`src/rtl/cbnp_pkg.sv`:
```
// ----------------------------------------------------------------------------
// cbnp_pkg
// types, constants and helper functions of the chord bass note picker
// ----------------------------------------------------------------------------
`default_nettype none

package cbnp_pkg;

   localparam int unsigned MAX_CHANNELS_DEFAULT     = 16;
   localparam int unsigned CV_FRACTION_BITS_DEFAULT = 12;

   localparam int unsigned PITCH_W      = 17;
   localparam int unsigned NOTE_W       = 4;
   localparam int unsigned COUNT_W      = 5;
   localparam int unsigned OCT_W        = 4;
   localparam int unsigned OUT_CV_W     = 16;
   localparam int unsigned SCORE_W      = 8;
   localparam int unsigned LFSR_W       = 32;
   localparam int unsigned STORE_SEL_W  = 4;
   localparam int unsigned QUEUE_DEPTH  = 2;
   localparam int unsigned CSR_INDEX_W  = 3;
   localparam int unsigned CSR_DATA_W   = 5;

   localparam int unsigned NOTES_PER_OCTAVE = 12;
   localparam int unsigned ROUND_OFFSET     = 6;
   localparam int unsigned MAX_BASE_OCTAVE  = 8;
   localparam int unsigned OCTAVE_BIAS      = 4;
   localparam int          OUT_CV_MAX       = 32767;
   localparam int          OUT_CV_MIN       = -32768;

   localparam logic [LFSR_W-1:0] LFSR_SEED = 32'hACE1ACE1;
   localparam logic [LFSR_W-1:0] LFSR_TAPS = 32'h80200003;

   localparam logic [1:0] MODE_HARMONIC = 2'd0;
   localparam logic [1:0] MODE_LOWEST   = 2'd1;

   typedef enum logic [CSR_INDEX_W-1:0] {
      CSR_PICK_MODE,
      CSR_MIN_VOICES,
      CSR_GATE_IN_USE,
      CSR_BASE_OCTAVE,
      CSR_REFERENCE_NOTE
   } csr_index_type;

   typedef enum logic [2:0] {
      BK_IDLE,
      BK_HARMONIC,
      BK_LOWEST,
      BK_RANDOM_STEP,
      BK_RANDOM_SCALE,
      BK_RANDOM_READ,
      BK_EMIT
   } back_state_type;

   typedef struct packed {
      logic [1:0]         pick_mode;
      logic [4:0]         min_voices;
      logic               gate_in_use;
      logic [3:0]         base_octave;
      logic [3:0]         reference_note;
   } cfg_type;

   localparam cfg_type CFG_RESET = '{
      pick_mode:      2'd0,
      min_voices:     5'd1,
      gate_in_use:    1'b0,
      base_octave:    4'd4,
      reference_note: 4'd0
   };

   typedef struct packed {
      logic                pick;
      logic [COUNT_W-1:0]  count;
   } job_ctrl_type;

   typedef struct packed {
      logic signed [PITCH_W-1:0] pitch_cv;
      logic                      gate_high;
      logic                      channel_present;
      logic                      frame_end;
   } req_payload_type;

   typedef struct packed {
      logic        [NOTE_W-1:0]   note_index;
      logic signed [OCT_W-1:0]    octave_offset;
      logic signed [OUT_CV_W-1:0] out_cv;
   } rsp_payload_type;

   // consonance penalty by interval in semitones
   function automatic logic [3:0] interval_score(input logic [3:0] interval);
      logic [3:0] score;
      unique case (interval)
         4'd0:    score = 4'd0;
         4'd1:    score = 4'd12;
         4'd2:    score = 4'd6;
         4'd3:    score = 4'd2;
         4'd4:    score = 4'd2;
         4'd5:    score = 4'd12;
         4'd6:    score = 4'd6;
         4'd7:    score = 4'd0;
         4'd8:    score = 4'd12;
         4'd9:    score = 4'd12;
         4'd10:   score = 4'd4;
         4'd11:   score = 4'd4;
         default: score = 4'd0;
      endcase
      return score;
   endfunction

   // cv of a semitone above the octave, rounded; only used on constants
   function automatic int unsigned note_cv_const(input int unsigned note,
                                                 input int unsigned frac_bits);
      return ((note << frac_bits) + ROUND_OFFSET) / NOTES_PER_OCTAVE;
   endfunction

endpackage

`default_nettype wire

```
`src/rtl/cbnp_queue.sv`:
```
// ----------------------------------------------------------------------------
// cbnp_queue
// short fifo of frame jobs between the front and back parts
// ----------------------------------------------------------------------------
`default_nettype none

module cbnp_queue #(
   parameter int unsigned WIDTH = 1
) (
   input  logic             clock,
   input  logic             reset,
   input  logic             push,
   input  logic [WIDTH-1:0] push_data,
   output logic             full,
   input  logic             pop,
   output logic [WIDTH-1:0] pop_data,
   output logic             empty
);
   import cbnp_pkg::*;

   localparam int unsigned PTR_W = (QUEUE_DEPTH > 1) ? $clog2(QUEUE_DEPTH) : 1;
   localparam int unsigned FILL_W = $clog2(QUEUE_DEPTH + 1);

   logic [WIDTH-1:0]  slot_ff [QUEUE_DEPTH];
   logic [PTR_W-1:0]  wr_ptr_ff, wr_ptr_in;
   logic [PTR_W-1:0]  rd_ptr_ff, rd_ptr_in;
   logic [FILL_W-1:0] fill_ff, fill_in;
   logic              do_push, do_pop;

   assign full     = (fill_ff == FILL_W'(QUEUE_DEPTH));
   assign empty    = (fill_ff == '0);
   assign do_push  = push && !full;
   assign do_pop   = pop && !empty;
   assign pop_data = slot_ff[rd_ptr_ff];

   always_comb begin
      wr_ptr_in = wr_ptr_ff;
      rd_ptr_in = rd_ptr_ff;
      fill_in   = fill_ff;
      if (do_push) begin
         wr_ptr_in = (wr_ptr_ff == PTR_W'(QUEUE_DEPTH - 1)) ? '0 : wr_ptr_ff + PTR_W'(1);
      end
      if (do_pop) begin
         rd_ptr_in = (rd_ptr_ff == PTR_W'(QUEUE_DEPTH - 1)) ? '0 : rd_ptr_ff + PTR_W'(1);
      end
      priority if (do_push && !do_pop) begin
         fill_in = fill_ff + FILL_W'(1);
      end else if (do_pop && !do_push) begin
         fill_in = fill_ff - FILL_W'(1);
      end else begin
         fill_in = fill_ff;
      end
   end

   always_ff @(posedge clock) begin
      if (reset) begin
         wr_ptr_ff <= '0;
         rd_ptr_ff <= '0;
         fill_ff   <= '0;
      end else begin
         wr_ptr_ff <= wr_ptr_in;
         rd_ptr_ff <= rd_ptr_in;
         fill_ff   <= fill_in;
      end
   end

   always_ff @(posedge clock) begin
      if (do_push) begin
         slot_ff[wr_ptr_ff] <= push_data;
      end
   end

endmodule

`default_nettype wire

```
`config.mk`:
```
export PLATFORM = sky130hd
export DESIGN_NAME = cbnp_queue
export DESIGN_NICKNAME = d
export VERILOG_FILES = /design/src/rtl/cbnp_pkg.sv /design/src/rtl/cbnp_queue.sv
export SDC_FILE = /design/constraint.sdc
export NUM_CORES = 1
export LEC_CHECK = 0
export BUFFER_PORTS_ARGS = -buffer_cell sky130_fd_sc_hd__buf_2
export CORE_AREA = 8 8 45 47
export CTS_CLUSTER_DIAMETER = 60
export DETAILED_ROUTE_END_ITERATION = 7
export DIE_AREA = 0 0 53 55
export GPL_TIMING_DRIVEN = 0
export HOLD_SLACK_MARGIN = 0.06
export PLACE_DENSITY_LB_ADDON = 0.12
export SETUP_SLACK_MARGIN = 0.15
export SLEW_MARGIN = 40
export SYNTH_ARGS = -nofsm -noshare
export SYNTH_HDL_FRONTEND = slang
export SYNTH_SLANG_ARGS = --single-unit
```
`constraint.sdc`:
```
create_clock -name clock -period 1.8 [get_ports clock]
set_clock_uncertainty 0.1 [all_clocks]
set_input_delay 0.18 -clock clock [delete_from_list [all_inputs] [get_ports clock]]
set_output_delay 0.18 -clock clock [all_outputs]
set_load 0.005 [all_outputs]
```
==> impl_metrics.toml <==
[finish]
layout.nets = 48
drive_gt1_share_pct = 36.6
areaGrowthSynthToFinish_pct = 39.8
diodes = 0
layout.cells.non_filler = 57

[synth]
synth_top_area_share_pct = 34.6
yosys-top-cells-area = "dfxtp_1 (35%), edfxtp_1 (21%), xor2_1 (9.1%)"
syn_inst = 28
ys_types = 12
yosysTopAreaCell = "dfxtp_1"
synth-seq-area-share_pct = 55.4
synth_top_flop_cell = "dfxtp_1"
yosysWarningCount = 0
synth_edf_count = 2
synthesis.area_um2 = 289
synth_seq_cells = 7
async_reset_ff_share_pct = 0
synth_top_cells_by_count = "dfxtp_1 (5), nor2_1 (5), o21ai_0 (3), xor2_1 (3)"
synth_fp_nets = 34
postSynthAreaPerCell_um2 = 10.3

[critical_path]
critPathTopFamily = "simple AND/OR/NAND/NOR gates"
critPathLaunchType = "register"
cp-end-kind = "register"
crit_type = "reg -> reg"
cp.required_ns = 1.87
arrival_ns = 1.68
crit_path_start = "fill_ff[1]"
worst-path-buf-inv = 0
rr_startpoint = "fill_ff[1]"
worst_path_max_delay_cell = "or3_1"
slowest_delay_ns = 0.38
cp_max_fo = 5
crit_chain = "nor2b_4 > nor2_1 > ha_1 > or3_1 > a21oi_2"

[floorplan]
die_h_um = 55
fp.coreArea_um2 = 1380
pin_count = 8
fp.dieArea_um2 = 2920
initial_core_util_pct = 20.9
rows = 14
fp.dieW_um = 53

[sta]
post-route-min-period_ns = 1.60
finalSetupViolations = 0
fmax_ghz = 0.624
rsz0062_at_grt = "false"
tightest_slew_ns = 0.256
final_max_slew_viol_count = 0
fin_crit_sh_pct = 89.1
hold_violations = 0
slew_headroom_pct = 82.8
fin_setup_tns_ns = 0

[place]
io_buffers = 7
hpwl_um = 461
placedCellCount = 51
place_congestion = 0.641

[grt]
grtUsageTotal_pct = 5.53
grt_max_degree = 6
antenna_found_initial = 0
first_global_vias = 253
overflow = 0
grt_pass1_wl_um = 1100

[detailed_routing]
vias_per_cell = 4.07
drt_iter0_drc = 0
ant_nets = 0
num_vias = 232
wl_per_cell_um = 11.2
wl_um = 637
first_pass_iters = 1
drcViolationCount = 0

[flow_run]
cap_violations = 0

[clocking]
clk_pin_slew_ns = 0.05
cts_buffer_depth = 2
cts_buffers = 3
cts_tree = "yes"
htree_levels = 1
cts-root-buf = "clkbuf_4"
cts_num_sinks = 7
clk_latency_ns = 0.25

[power]
ir_worst_vdd_mv = 0.504
p_leak_nw = 0.177
powerDensity_nw_per_um2 = 1540

[min_path]
min_path_type = "in -> reg"
min-delay-start = "push"

[run_status]
status = "completed"
[what timing repair did]
action | 4_1_cts | 5_1_grt
setup buffers | 0 | 0
hold endpoints to repair | 3 | 0
endpoints found under the setup margin | 1 | 1
hold buffers | 2 | 0
resized for setup | 2 | 4
[logic make-up after synthesis]
| logic type | share of synthesized area, % |
|---|---|
| and+or+nand+nor | 16.0 |
| DFF | 55.4 |
| AOI/OAI and AO/OA | 8.66 |
| xor gates and xnor gates | 9.09 |
| buffers and inverters | 2.60 |
| muxes | 3.90 |
| adders and majority gates | 4.33 |
[worst paths after layout]
path                 to  slack (ns)  depth (start not counted)
min           wr_ptr_ff        0.21                          4
min reg2reg   wr_ptr_ff        0.39                          2
max reg2reg  fill_ff[1]        0.20                          5
max          fill_ff[1]        0.20                          5
[layout make-up]
cell class	instances	area, µm²
Inverter	2	7.51
Timing Repair Buffer	9	55.1
Fill cell	150	980
Multi-Input combinational cell	19	130
Clock buffer	4	26.3
Tap cell	16	20.0
Sequential cell	7	165
[tightest hold or removal path, delay by kind of cell]
kind / cells / cell delay (ns)
buf+inv: 2 / 0.11
compound gates: 2 / 0.21
[layer usage]
metal	vias up	wire length [µm]	GRT usage, %
met5	-	0	0
met4	0	0	1.29
met3	0	73	5.08
met2	8	327	9.77
met1	103	236	4.44
li1	121	-	-
[power breakdown]
part | total, mW | switching, mW | leakage (nW) | internal [mW]
clock network | 0.139 | 0.0542 | 0.0150 | 0.0844
logic | 0.223 | 0.109 | 0.101 | 0.114
registers | 0.259 | 0.0391 | 0.0609 | 0.220
[per-stage QoR]
stage	setup slack (ns)	hold slack, ns	total power [mW]	cell area, µm²	utilization (%)
after floorplan	0.279	0.149	0.382	289	-
after global placement	0.183	0.272	0.437	344	24.9
after detailed placement	0.128	0.283	0.448	344	24.9
after CTS	0.161	0.201	0.609	395	28.6
after global routing	0.147	0.225	0.679	404	29.2
final	0.197	0.213	0.621	404	29.2
[cell usage in the layout (no fill, tap or decap), types with 2 or more instances in the layout]
cell / n
xor2_1: 3
dfxtp_1: 3
nor2_1: 5
edfxtp_1: 2
buf_2: 7
dlygate4sd3_1: 2
o21ai_0: 2
inv_1: 2
clkbuf_4: 3
or3_1: 2
No activity file was read; power rests on OpenSTA's default activity.
