<file path="src/rtl/cbnp_pkg.sv">
// ----------------------------------------------------------------------------
// cbnp_pkg
// types, constants and helper functions of the chord bass note picker
// ----------------------------------------------------------------------------
`default_nettype none

package cbnp_pkg;

   localparam int unsigned MAX_CHANNELS_DEFAULT     = 16;
   localparam int unsigned CV_FRACTION_BITS_DEFAULT = 12;

   localparam int unsigned PITCH_W      = 17;
   localparam int unsigned NOTE_W       = 4;
   localparam int unsigned COUNT_W      = 5;
   localparam int unsigned OCT_W        = 4;
   localparam int unsigned OUT_CV_W     = 16;
   localparam int unsigned SCORE_W      = 8;
   localparam int unsigned LFSR_W       = 32;
   localparam int unsigned STORE_SEL_W  = 4;
   localparam int unsigned QUEUE_DEPTH  = 2;
   localparam int unsigned CSR_INDEX_W  = 3;
   localparam int unsigned CSR_DATA_W   = 5;

   localparam int unsigned NOTES_PER_OCTAVE = 12;
   localparam int unsigned ROUND_OFFSET     = 6;
   localparam int unsigned MAX_BASE_OCTAVE  = 8;
   localparam int unsigned OCTAVE_BIAS      = 4;
   localparam int          OUT_CV_MAX       = 32767;
   localparam int          OUT_CV_MIN       = -32768;

   localparam logic [LFSR_W-1:0] LFSR_SEED = 32'hACE1ACE1;
   localparam logic [LFSR_W-1:0] LFSR_TAPS = 32'h80200003;

   localparam logic [1:0] MODE_HARMONIC = 2'd0;
   localparam logic [1:0] MODE_LOWEST   = 2'd1;

   typedef enum logic [CSR_INDEX_W-1:0] {
      CSR_PICK_MODE,
      CSR_MIN_VOICES,
      CSR_GATE_IN_USE,
      CSR_BASE_OCTAVE,
      CSR_REFERENCE_NOTE
   } csr_index_type;

   typedef enum logic [2:0] {
      BK_IDLE,
      BK_HARMONIC,
      BK_LOWEST,
      BK_RANDOM_STEP,
      BK_RANDOM_SCALE,
      BK_RANDOM_READ,
      BK_EMIT
   } back_state_type;

   typedef struct packed {
      logic [1:0]         pick_mode;
      logic [4:0]         min_voices;
      logic               gate_in_use;
      logic [3:0]         base_octave;
      logic [3:0]         reference_note;
   } cfg_type;

   localparam cfg_type CFG_RESET = '{
      pick_mode:      2'd0,
      min_voices:     5'd1,
      gate_in_use:    1'b0,
      base_octave:    4'd4,
      reference_note: 4'd0
   };

   typedef struct packed {
      logic                pick;
      logic [COUNT_W-1:0]  count;
   } job_ctrl_type;

   typedef struct packed {
      logic signed [PITCH_W-1:0] pitch_cv;
      logic                      gate_high;
      logic                      channel_present;
      logic                      frame_end;
   } req_payload_type;

   typedef struct packed {
      logic        [NOTE_W-1:0]   note_index;
      logic signed [OCT_W-1:0]    octave_offset;
      logic signed [OUT_CV_W-1:0] out_cv;
   } rsp_payload_type;

   // consonance penalty by interval in semitones
   function automatic logic [3:0] interval_score(input logic [3:0] interval);
      logic [3:0] score;
      unique case (interval)
         4'd0:    score = 4'd0;
         4'd1:    score = 4'd12;
         4'd2:    score = 4'd6;
         4'd3:    score = 4'd2;
         4'd4:    score = 4'd2;
         4'd5:    score = 4'd12;
         4'd6:    score = 4'd6;
         4'd7:    score = 4'd0;
         4'd8:    score = 4'd12;
         4'd9:    score = 4'd12;
         4'd10:   score = 4'd4;
         4'd11:   score = 4'd4;
         default: score = 4'd0;
      endcase
      return score;
   endfunction

   // cv of a semitone above the octave, rounded; only used on constants
   function automatic int unsigned note_cv_const(input int unsigned note,
                                                 input int unsigned frac_bits);
      return ((note << frac_bits) + ROUND_OFFSET) / NOTES_PER_OCTAVE;
   endfunction

endpackage

`default_nettype wire

</file>
<file path="src/rtl/cbnp_stream_if.sv">
// ----------------------------------------------------------------------------
// cbnp_stream_if
// valid/ready channel carrying one payload struct per transaction
// ----------------------------------------------------------------------------
`default_nettype none

interface cbnp_stream_if #(parameter type payload_type = logic);
   logic        valid;
   logic        ready;
   payload_type payload;

   modport source (output valid, output payload, input ready);
   modport sink   (input valid, input payload, output ready);
endinterface

`default_nettype wire

</file>
<file path="src/rtl/cbnp_back.sv">
// ----------------------------------------------------------------------------
// cbnp_back
// runs the note pick of one frame job and drives the result register
// ----------------------------------------------------------------------------
`default_nettype none

module cbnp_back #(
   parameter int unsigned MAX_CHANNELS     = cbnp_pkg::MAX_CHANNELS_DEFAULT,
   parameter int unsigned CV_FRACTION_BITS = cbnp_pkg::CV_FRACTION_BITS_DEFAULT
) (
   input  logic                                            clock,
   input  logic                                            reset,
   input  cbnp_pkg::cfg_type                               cfg,
   input  logic                                            queue_empty,
   output logic                                            pop,
   input  cbnp_pkg::job_ctrl_type                          head_ctrl,
   input  logic [MAX_CHANNELS-1:0][cbnp_pkg::NOTE_W-1:0]   head_notes,
   input  logic [MAX_CHANNELS-1:0][cbnp_pkg::PITCH_W-1:0]  head_pitches,
   cbnp_stream_if.source                                   rsp_bus
);
   import cbnp_pkg::*;

   localparam int unsigned IDX_W   = (MAX_CHANNELS > 1) ? $clog2(MAX_CHANNELS) : 1;
   localparam int unsigned NCV_W   = CV_FRACTION_BITS + 2;
   localparam int unsigned PROD_W  = LFSR_W + COUNT_W;
   localparam int unsigned NOTE_VALUES = 1 << NOTE_W;

   back_state_type state_ff, state_in;

   logic [MAX_CHANNELS-1:0][NOTE_W-1:0]  notes_i_ff, notes_i_in;
   logic [MAX_CHANNELS-1:0][NOTE_W-1:0]  notes_j_ff, notes_j_in;
   logic [MAX_CHANNELS-1:0][PITCH_W-1:0] pitch_ff, pitch_in;
   logic [COUNT_W-1:0]        count_ff, count_in;
   logic [IDX_W-1:0]          i_ff, i_in;
   logic [IDX_W-1:0]          j_ff, j_in;
   logic [COUNT_W-1:0]        k_ff, k_in;
   logic [SCORE_W-1:0]        sum_ff, sum_in;
   logic [SCORE_W-1:0]        best_ff, best_in;
   logic signed [PITCH_W-1:0] low_pitch_ff, low_pitch_in;
   logic [NOTE_W-1:0]         low_note_ff, low_note_in;
   logic [NOTE_W-1:0]         held_ff, held_in;
   logic [LFSR_W-1:0]         lfsr_ff, lfsr_in;
   logic                      rsp_valid_ff, rsp_valid_in;
   rsp_payload_type           rsp_payload_ff, rsp_payload_in;

   logic [NCV_W-1:0]          note_cv_tab [NOTE_VALUES];

   logic [NOTE_W-1:0]         note_a, note_b;
   logic [NOTE_W:0]           interval_wide;
   logic [NOTE_W-1:0]         interval;
   logic [SCORE_W-1:0]        sum_total;
   logic                      last_i, last_j;
   logic [PROD_W-1:0]         product;
   logic [3:0]                knob;
   logic                      below_ref;
   logic signed [OCT_W:0]     oct_wide;
   logic signed [OCT_W-1:0]   octave;
   logic signed [31:0]        cv_wide;
   logic signed [OUT_CV_W-1:0] cv_sat;

   for (genvar n = 0; n < NOTE_VALUES; n++) begin : g_note_cv
      assign note_cv_tab[n] = NCV_W'(note_cv_const(n, CV_FRACTION_BITS));
   end

   // harmonic mode folds note 12 back to 0
   function automatic logic [NOTE_W-1:0] fold_note(input logic [NOTE_W-1:0] n);
      return (n == NOTE_W'(NOTES_PER_OCTAVE)) ? '0 : n;
   endfunction

   assign note_a = fold_note(notes_i_ff[i_ff]);
   assign note_b = fold_note(notes_j_ff[j_ff]);

   always_comb begin
      interval_wide = (NOTE_W + 1)'(note_b) + (NOTE_W + 1)'(NOTES_PER_OCTAVE)
                    - (NOTE_W + 1)'(note_a);
      if (interval_wide >= (NOTE_W + 1)'(NOTES_PER_OCTAVE)) begin
         interval_wide = interval_wide - (NOTE_W + 1)'(NOTES_PER_OCTAVE);
      end
      interval = interval_wide[NOTE_W-1:0];
   end

   assign sum_total = sum_ff + SCORE_W'(interval_score(interval));
   assign last_i    = (COUNT_W'(i_ff) + COUNT_W'(1)) == count_ff;
   assign last_j    = (COUNT_W'(j_ff) + COUNT_W'(1)) == count_ff;
   assign product   = PROD_W'(lfsr_ff) * PROD_W'(count_ff);

   // result fields from the held note
   assign knob      = (cfg.base_octave > 4'(MAX_BASE_OCTAVE)) ? 4'(MAX_BASE_OCTAVE)
                                                              : cfg.base_octave;
   assign below_ref = held_ff < cfg.reference_note;
   assign oct_wide  = signed'((OCT_W + 1)'(knob)) - signed'((OCT_W + 1)'(OCTAVE_BIAS))
                    + signed'((OCT_W + 1)'(below_ref));
   assign octave    = oct_wide[OCT_W-1:0];
   assign cv_wide   = (32'(octave) <<< CV_FRACTION_BITS) + signed'(32'(note_cv_tab[held_ff]));

   always_comb begin
      priority if (cv_wide > 32'(OUT_CV_MAX)) begin
         cv_sat = OUT_CV_W'(OUT_CV_MAX);
      end else if (cv_wide < 32'(OUT_CV_MIN)) begin
         cv_sat = OUT_CV_W'(OUT_CV_MIN);
      end else begin
         cv_sat = cv_wide[OUT_CV_W-1:0];
      end
   end

   always_comb begin
      state_in       = state_ff;
      notes_i_in     = notes_i_ff;
      notes_j_in     = notes_j_ff;
      pitch_in       = pitch_ff;
      count_in       = count_ff;
      i_in           = i_ff;
      j_in           = j_ff;
      k_in           = k_ff;
      sum_in         = sum_ff;
      best_in        = best_ff;
      low_pitch_in   = low_pitch_ff;
      low_note_in    = low_note_ff;
      held_in        = held_ff;
      lfsr_in        = lfsr_ff;
      rsp_valid_in   = rsp_valid_ff;
      rsp_payload_in = rsp_payload_ff;
      pop            = 1'b0;

      if (rsp_bus.ready) begin
         rsp_valid_in = 1'b0;
      end

      unique case (state_ff)
         BK_IDLE: begin
            if (!queue_empty) begin
               pop        = 1'b1;
               notes_i_in = head_notes;
               notes_j_in = head_notes;
               pitch_in   = head_pitches;
               count_in   = head_ctrl.count;
               if (!head_ctrl.pick) begin
                  state_in = BK_EMIT;
               end else if (cfg.pick_mode == MODE_HARMONIC) begin
                  i_in     = '0;
                  j_in     = '0;
                  sum_in   = '0;
                  best_in  = '1;
                  state_in = (head_ctrl.count == '0) ? BK_EMIT : BK_HARMONIC;
               end else if (cfg.pick_mode == MODE_LOWEST) begin
                  low_pitch_in = signed'(head_pitches[0]);
                  low_note_in  = head_notes[0];
                  k_in         = COUNT_W'(1);
                  if (head_ctrl.count == '0) begin
                     held_in  = '0;
                     state_in = BK_EMIT;
                  end else begin
                     state_in = BK_LOWEST;
                  end
               end else begin
                  state_in = BK_RANDOM_STEP;
               end
            end
         end
         BK_HARMONIC: begin
            // one pair per cycle, score of note i closes at the last j
            if (last_j) begin
               if (sum_total < best_ff) begin
                  best_in = sum_total;
                  held_in = note_a;
               end
               sum_in = '0;
               j_in   = '0;
               if (last_i) begin
                  state_in = BK_EMIT;
               end else begin
                  i_in = i_ff + IDX_W'(1);
               end
            end else begin
               sum_in = sum_total;
               j_in   = j_ff + IDX_W'(1);
            end
         end
         BK_LOWEST: begin
            if (k_ff >= count_ff) begin
               held_in  = low_note_ff;
               state_in = BK_EMIT;
            end else begin
               if (signed'(pitch_ff[k_ff[IDX_W-1:0]]) < low_pitch_ff) begin
                  low_pitch_in = signed'(pitch_ff[k_ff[IDX_W-1:0]]);
                  low_note_in  = notes_i_ff[k_ff[IDX_W-1:0]];
               end
               k_in = k_ff + COUNT_W'(1);
            end
         end
         BK_RANDOM_STEP: begin
            lfsr_in  = lfsr_ff[0] ? ((lfsr_ff >> 1) ^ LFSR_TAPS) : (lfsr_ff >> 1);
            state_in = BK_RANDOM_SCALE;
         end
         BK_RANDOM_SCALE: begin
            // channel index is the high word of lfsr times open count
            i_in     = IDX_W'(product[LFSR_W +: STORE_SEL_W]);
            state_in = BK_RANDOM_READ;
         end
         BK_RANDOM_READ: begin
            held_in  = notes_i_ff[i_ff];
            state_in = BK_EMIT;
         end
         BK_EMIT: begin
            if (!rsp_valid_ff || rsp_bus.ready) begin
               rsp_valid_in                 = 1'b1;
               rsp_payload_in.note_index    = held_ff;
               rsp_payload_in.octave_offset = octave;
               rsp_payload_in.out_cv        = cv_sat;
               state_in                     = BK_IDLE;
            end
         end
         default: begin
            state_in = BK_IDLE;
         end
      endcase
   end

   always_ff @(posedge clock) begin
      if (reset) begin
         state_ff     <= BK_IDLE;
         held_ff      <= '0;
         lfsr_ff      <= LFSR_SEED;
         rsp_valid_ff <= 1'b0;
      end else begin
         state_ff     <= state_in;
         held_ff      <= held_in;
         lfsr_ff      <= lfsr_in;
         rsp_valid_ff <= rsp_valid_in;
      end
   end

   always_ff @(posedge clock) begin
      notes_i_ff     <= notes_i_in;
      notes_j_ff     <= notes_j_in;
      pitch_ff       <= pitch_in;
      count_ff       <= count_in;
      i_ff           <= i_in;
      j_ff           <= j_in;
      k_ff           <= k_in;
      sum_ff         <= sum_in;
      best_ff        <= best_in;
      low_pitch_ff   <= low_pitch_in;
      low_note_ff    <= low_note_in;
      rsp_payload_ff <= rsp_payload_in;
   end

   assign rsp_bus.valid   = rsp_valid_ff;
   assign rsp_bus.payload = rsp_payload_ff;

endmodule

`default_nettype wire

</file>
<file path="src/flat_wrapper.sv">
// flat-port wrapper written by rule: the top's interface ports become plain ports
module cbnp_back_flat import cbnp_pkg::*;
#(
   parameter int unsigned MAX_CHANNELS     = cbnp_pkg::MAX_CHANNELS_DEFAULT,
   parameter int unsigned CV_FRACTION_BITS = cbnp_pkg::CV_FRACTION_BITS_DEFAULT
)
  (clock, reset, cfg, queue_empty, pop, head_ctrl, head_notes, head_pitches, rsp_bus_valid, rsp_bus_payload, rsp_bus_ready);
  cbnp_stream_if rsp_bus_i ();
  input  logic clock;
  input  logic reset;
  input  cbnp_pkg::cfg_type cfg;
  input  logic queue_empty;
  output logic pop;
  input  cbnp_pkg::job_ctrl_type head_ctrl;
  input  logic [MAX_CHANNELS-1:0][cbnp_pkg::NOTE_W-1:0] head_notes;
  input  logic [MAX_CHANNELS-1:0][cbnp_pkg::PITCH_W-1:0] head_pitches;
  output wire logic [$bits(rsp_bus_i.valid)-1:0] rsp_bus_valid;
  output wire logic [$bits(rsp_bus_i.payload)-1:0] rsp_bus_payload;
  input wire logic [$bits(rsp_bus_i.ready)-1:0] rsp_bus_ready;
  assign rsp_bus_valid = rsp_bus_i.valid;
  assign rsp_bus_payload = rsp_bus_i.payload;
  assign rsp_bus_i.ready = rsp_bus_ready;
  cbnp_back #(.MAX_CHANNELS(MAX_CHANNELS), .CV_FRACTION_BITS(CV_FRACTION_BITS)) u_core (.clock(clock), .reset(reset), .cfg(cfg), .queue_empty(queue_empty), .pop(pop), .head_ctrl(head_ctrl), .head_notes(head_notes), .head_pitches(head_pitches), .rsp_bus(rsp_bus_i));
endmodule
</file>
<file path="config.mk">
export PLATFORM = sky130hd
export DESIGN_NAME = cbnp_back_flat
export DESIGN_NICKNAME = d
export VERILOG_FILES = /design/src/rtl/cbnp_pkg.sv /design/src/rtl/cbnp_stream_if.sv /design/src/rtl/cbnp_back.sv /design/src/flat_wrapper.sv
export SDC_FILE = /design/constraint.sdc
export NUM_CORES = 1
export LEC_CHECK = 0
export ABC_AREA = 1
export BUFFER_PORTS_ARGS = -buffer_cell sky130_fd_sc_hd__buf_2
export CORE_ASPECT_RATIO = 1.2
export CORE_UTILIZATION = 63
export CTS_CLUSTER_DIAMETER = 50
export CTS_CLUSTER_SIZE = 30
export DETAILED_ROUTE_END_ITERATION = 10
export HOLD_SLACK_MARGIN = 0.1
export PLACE_DENSITY = 0.87
export SETUP_SLACK_MARGIN = 0.2
export SYNTH_ARGS = -nofsm -noshare
export SYNTH_HDL_FRONTEND = slang
export SYNTH_SLANG_ARGS = --single-unit
export TNS_END_PERCENT = 30
</file>
<file path="constraint.sdc">
create_clock -name clock -period 54 [get_ports clock]
set_input_delay 10.8 -clock clock [delete_from_list [all_inputs] [get_ports clock]]
set_output_delay 10.8 -clock clock [all_outputs]
set_load 0.005 [all_outputs]
</file>
==> results.toml <==
[sta]
period_share = 0.411
max_slew_margin = 0.0992
hold_viol_final = 0
min_period_ps = 22190
grt_setup_unrepaired = "false"
setup-violations-final = 0
worst_slew_pin_slew_ps = 1340
timing.fmax_ghz = 0.0451
skew_ps = 37.8
fin_ws_ps = 31810
finalSetupTns_ps = 0
drv_slew = 0

[yosys]
synth_common_cells = "nand2_1, edfxtp_1, inv_1, nor2_1, o21ai_0"
ys_seq_area_frac = 0.518
syn_nets = 3083
synth_edf_count = 391
synthArstFlopShare = 0
synth_ff_type = "edfxtp_1"
yosysTopAreaCell = "edfxtp_1"
avgSynthCellArea_um2 = 9.55
netlist_area_um2 = 24200
synth.area.top_cells = "edfxtp_1, nand2_1, fa_1"
yosys_warnings = 0
synth-seq-cells = 431
synth_cells = 2535
synthMostInstantiatedCell = "nand2_1"
synth_top_area_share = 0.485
synth_cell_types = 50

[layout]
nNetsFinal = 3372
final_cells = 3350
fillers = 2597
drive_gt1_frac = 0.167
final_util = 0.727
syn2layout_area_growth_pct = 13.8

[critical_path]
critPathTopFamily = "buffers and inverters"
crit_top_cell = "buf_2"
crit_buf_inv = 2
worstSetupEndpointType = "output port"
crit_fanout = 3
cp-start-kind = "primary input"
worst_path_max_delay_cell = "nor2_4"
crit_path_cell_trace = "buf_2 > nor2_4 > buf_2"
critical_path.max_stage_delay_ps = 280
path_class = "in2out"
required_ps = 43200
cp.arrival_ps = 11390

[cts]
clock_path_buffers = 3
cts_sinks = 431
postCtsSetupBuffers = 0
cts_buffers = 36
clk-insertion-delay-late_ps = 580
cts_tree = "done"
ctsResizeCount = 0
clk_pin_slew_worst_paths_ps = 70
h-tree-depth = 2
cts_root_buf = "clkbuf_16"
cts_hold_buf = 0

[flow_run]
max_cap_viol_count = 0

[power]
power_mw = 1.79
peakVddDrop_uv = 136
pwr_density_cell_nw_per_um2 = 65.1
leakage_nw = 12.2

[floorplanning]
initial_core_util = 0.639
rows = 78
design.core.area_um2 = 37900
die_w_um = 181
die_area_um2 = 39200
fp.dieH_um = 217
ios = 365

[global_routing]
grt_max_degree = 106
grtUsageTotal = 0.333
gr-total-overflow = 0
antenna_found_initial = 21
grt_pass1_wl_um = 101000
grt_pass1_vias = 19700

[detailed_routing]
drt-pass1-iter-count = 6
wl_per_cell_um = 19.4
routed_wl_um = 65100
drtIter0Drc = 2126
drcViolationCount = 0
routed_via_density = 5.96
vias = 20000
ant_nets = 0

[place]
gp_congestion = 0.924
dpl.hpwl_um = 45100
pre_cts_ws_ps = 31820
placed_cells = 3266
portBuffers = 358

[hold_path]
hold_class = "reg2reg"

[run_status]
status = "complete, no violations"
-- placed cells by master, fill, tap and decap left out, types with 4 or more instances in the layout --
master	instances
a21o_1	5
a21oi_1	116
a41oi_1	4
buf_2	358
buf_4	23
clkbuf_16	36
clkinv_4	4
clkinv_8	5
dfxtp_1	40
diode_2	18
edfxtp_1	391
fa_1	90
ha_1	96
inv_1	291
inv_2	10
inv_6	8
nand2_1	520
nand3_1	140
nand4_1	13
nor2_1	264
nor2_2	4
nor3_1	10
nor4_1	4
o211ai_1	16
o21a_1	5
o21ai_0	197
o21ai_1	43
o221ai_1	32
o22ai_1	47
or2_1	11
xnor2_1	6
xor2_1	14
-- sequential cells by signal (all words and copies together) (netlist names) --
register / flops
u_core.pitch_ff: 272
u_core.notes_j_ff: 36
u_core.lfsr_ff: 32
u_core.notes_i_ff: 28
u_core.low_pitch_ff: 17
u_core.best_ff: 8
u_core.sum_ff: 7
u_core.count_ff: 5
u_core.k_ff: 5
u_core.held_ff: 4
u_core.i_ff: 4
u_core.j_ff: 4
u_core.low_note_ff: 4
u_core.state_ff: 3
u_core.rsp_bus.payload: 1
u_core.rsp_bus.valid: 1
-- cell families after synthesis --
| kind of cell | share of synthesized area |
|---|---|
| buffers and inverters | 0.0712 |
| AOI/OAI and AO/OA | 0.112 |
| and+or+nand+nor | 0.168 |
| DFF | 0.518 |
| adders and majority gates | 0.124 |
| xor gates and xnor gates | 0.00724 |
-- metrics by stage --
step                      cell area [um2]  hold WS (ps)
after floorplan                     24200           456
after global placement              26200           480
after detailed placement            26200           485
after CTS                           27500           496
after global routing                27500           510
final                               27500           504
-- final cells by class --
class,count,area [um2],area share
clock buffers,37,905,0.0328
clock inverters,29,383,0.0139
multi-input cells,1670,9960,0.362
inverters,304,1140,0.0415
well taps,480,601,0.0218
diodes,18,45.0,0.00164
flip-flops and latches,431,12500,0.455
repair buffers,381,1960,0.0713
-- worst min-delay path, cell delays in order, from the launching register on --
cell	delay [ps]
dfxtp_1	340
nand2_1	70
a21oi_1	60
-- layer usage --
layer	vias to the layer above	GRT usage	wire length (um)
li1	9148	-	-
met1	9396	0.368	22200
met2	1170	0.589	33200
met3	248	0.0610	5640
met4	8	0.214	4100
met5	-	0	52
-- final timing paths --
kind / to / slack, ps / depth (start not counted) / from
setup / recovery: pop / 31810 / 3 / queue_empty
hold / removal: u_core.held_ff[0]$_SDFFE_PP0P_ / 500 / 2 / u_core.held_ff[0]$_SDFFE_PP0P_
setup reg to reg: u_core.best_ff[5]$_SDFFCE_PN1P_ / 45820 / 31 / u_core.i_ff[1]$_SDFFCE_PN0P_
hold reg to reg: u_core.held_ff[0]$_SDFFE_PP0P_ / 500 / 2 / u_core.held_ff[0]$_SDFFE_PP0P_
-- power breakdown --
part	internal (mW)	switching, mW
clock	0.135	0.143
sequential	0.464	0.0449
combinational	0.353	0.653
total	0.953	0.841
Note: power is estimated with default switching activity, not from simulation.
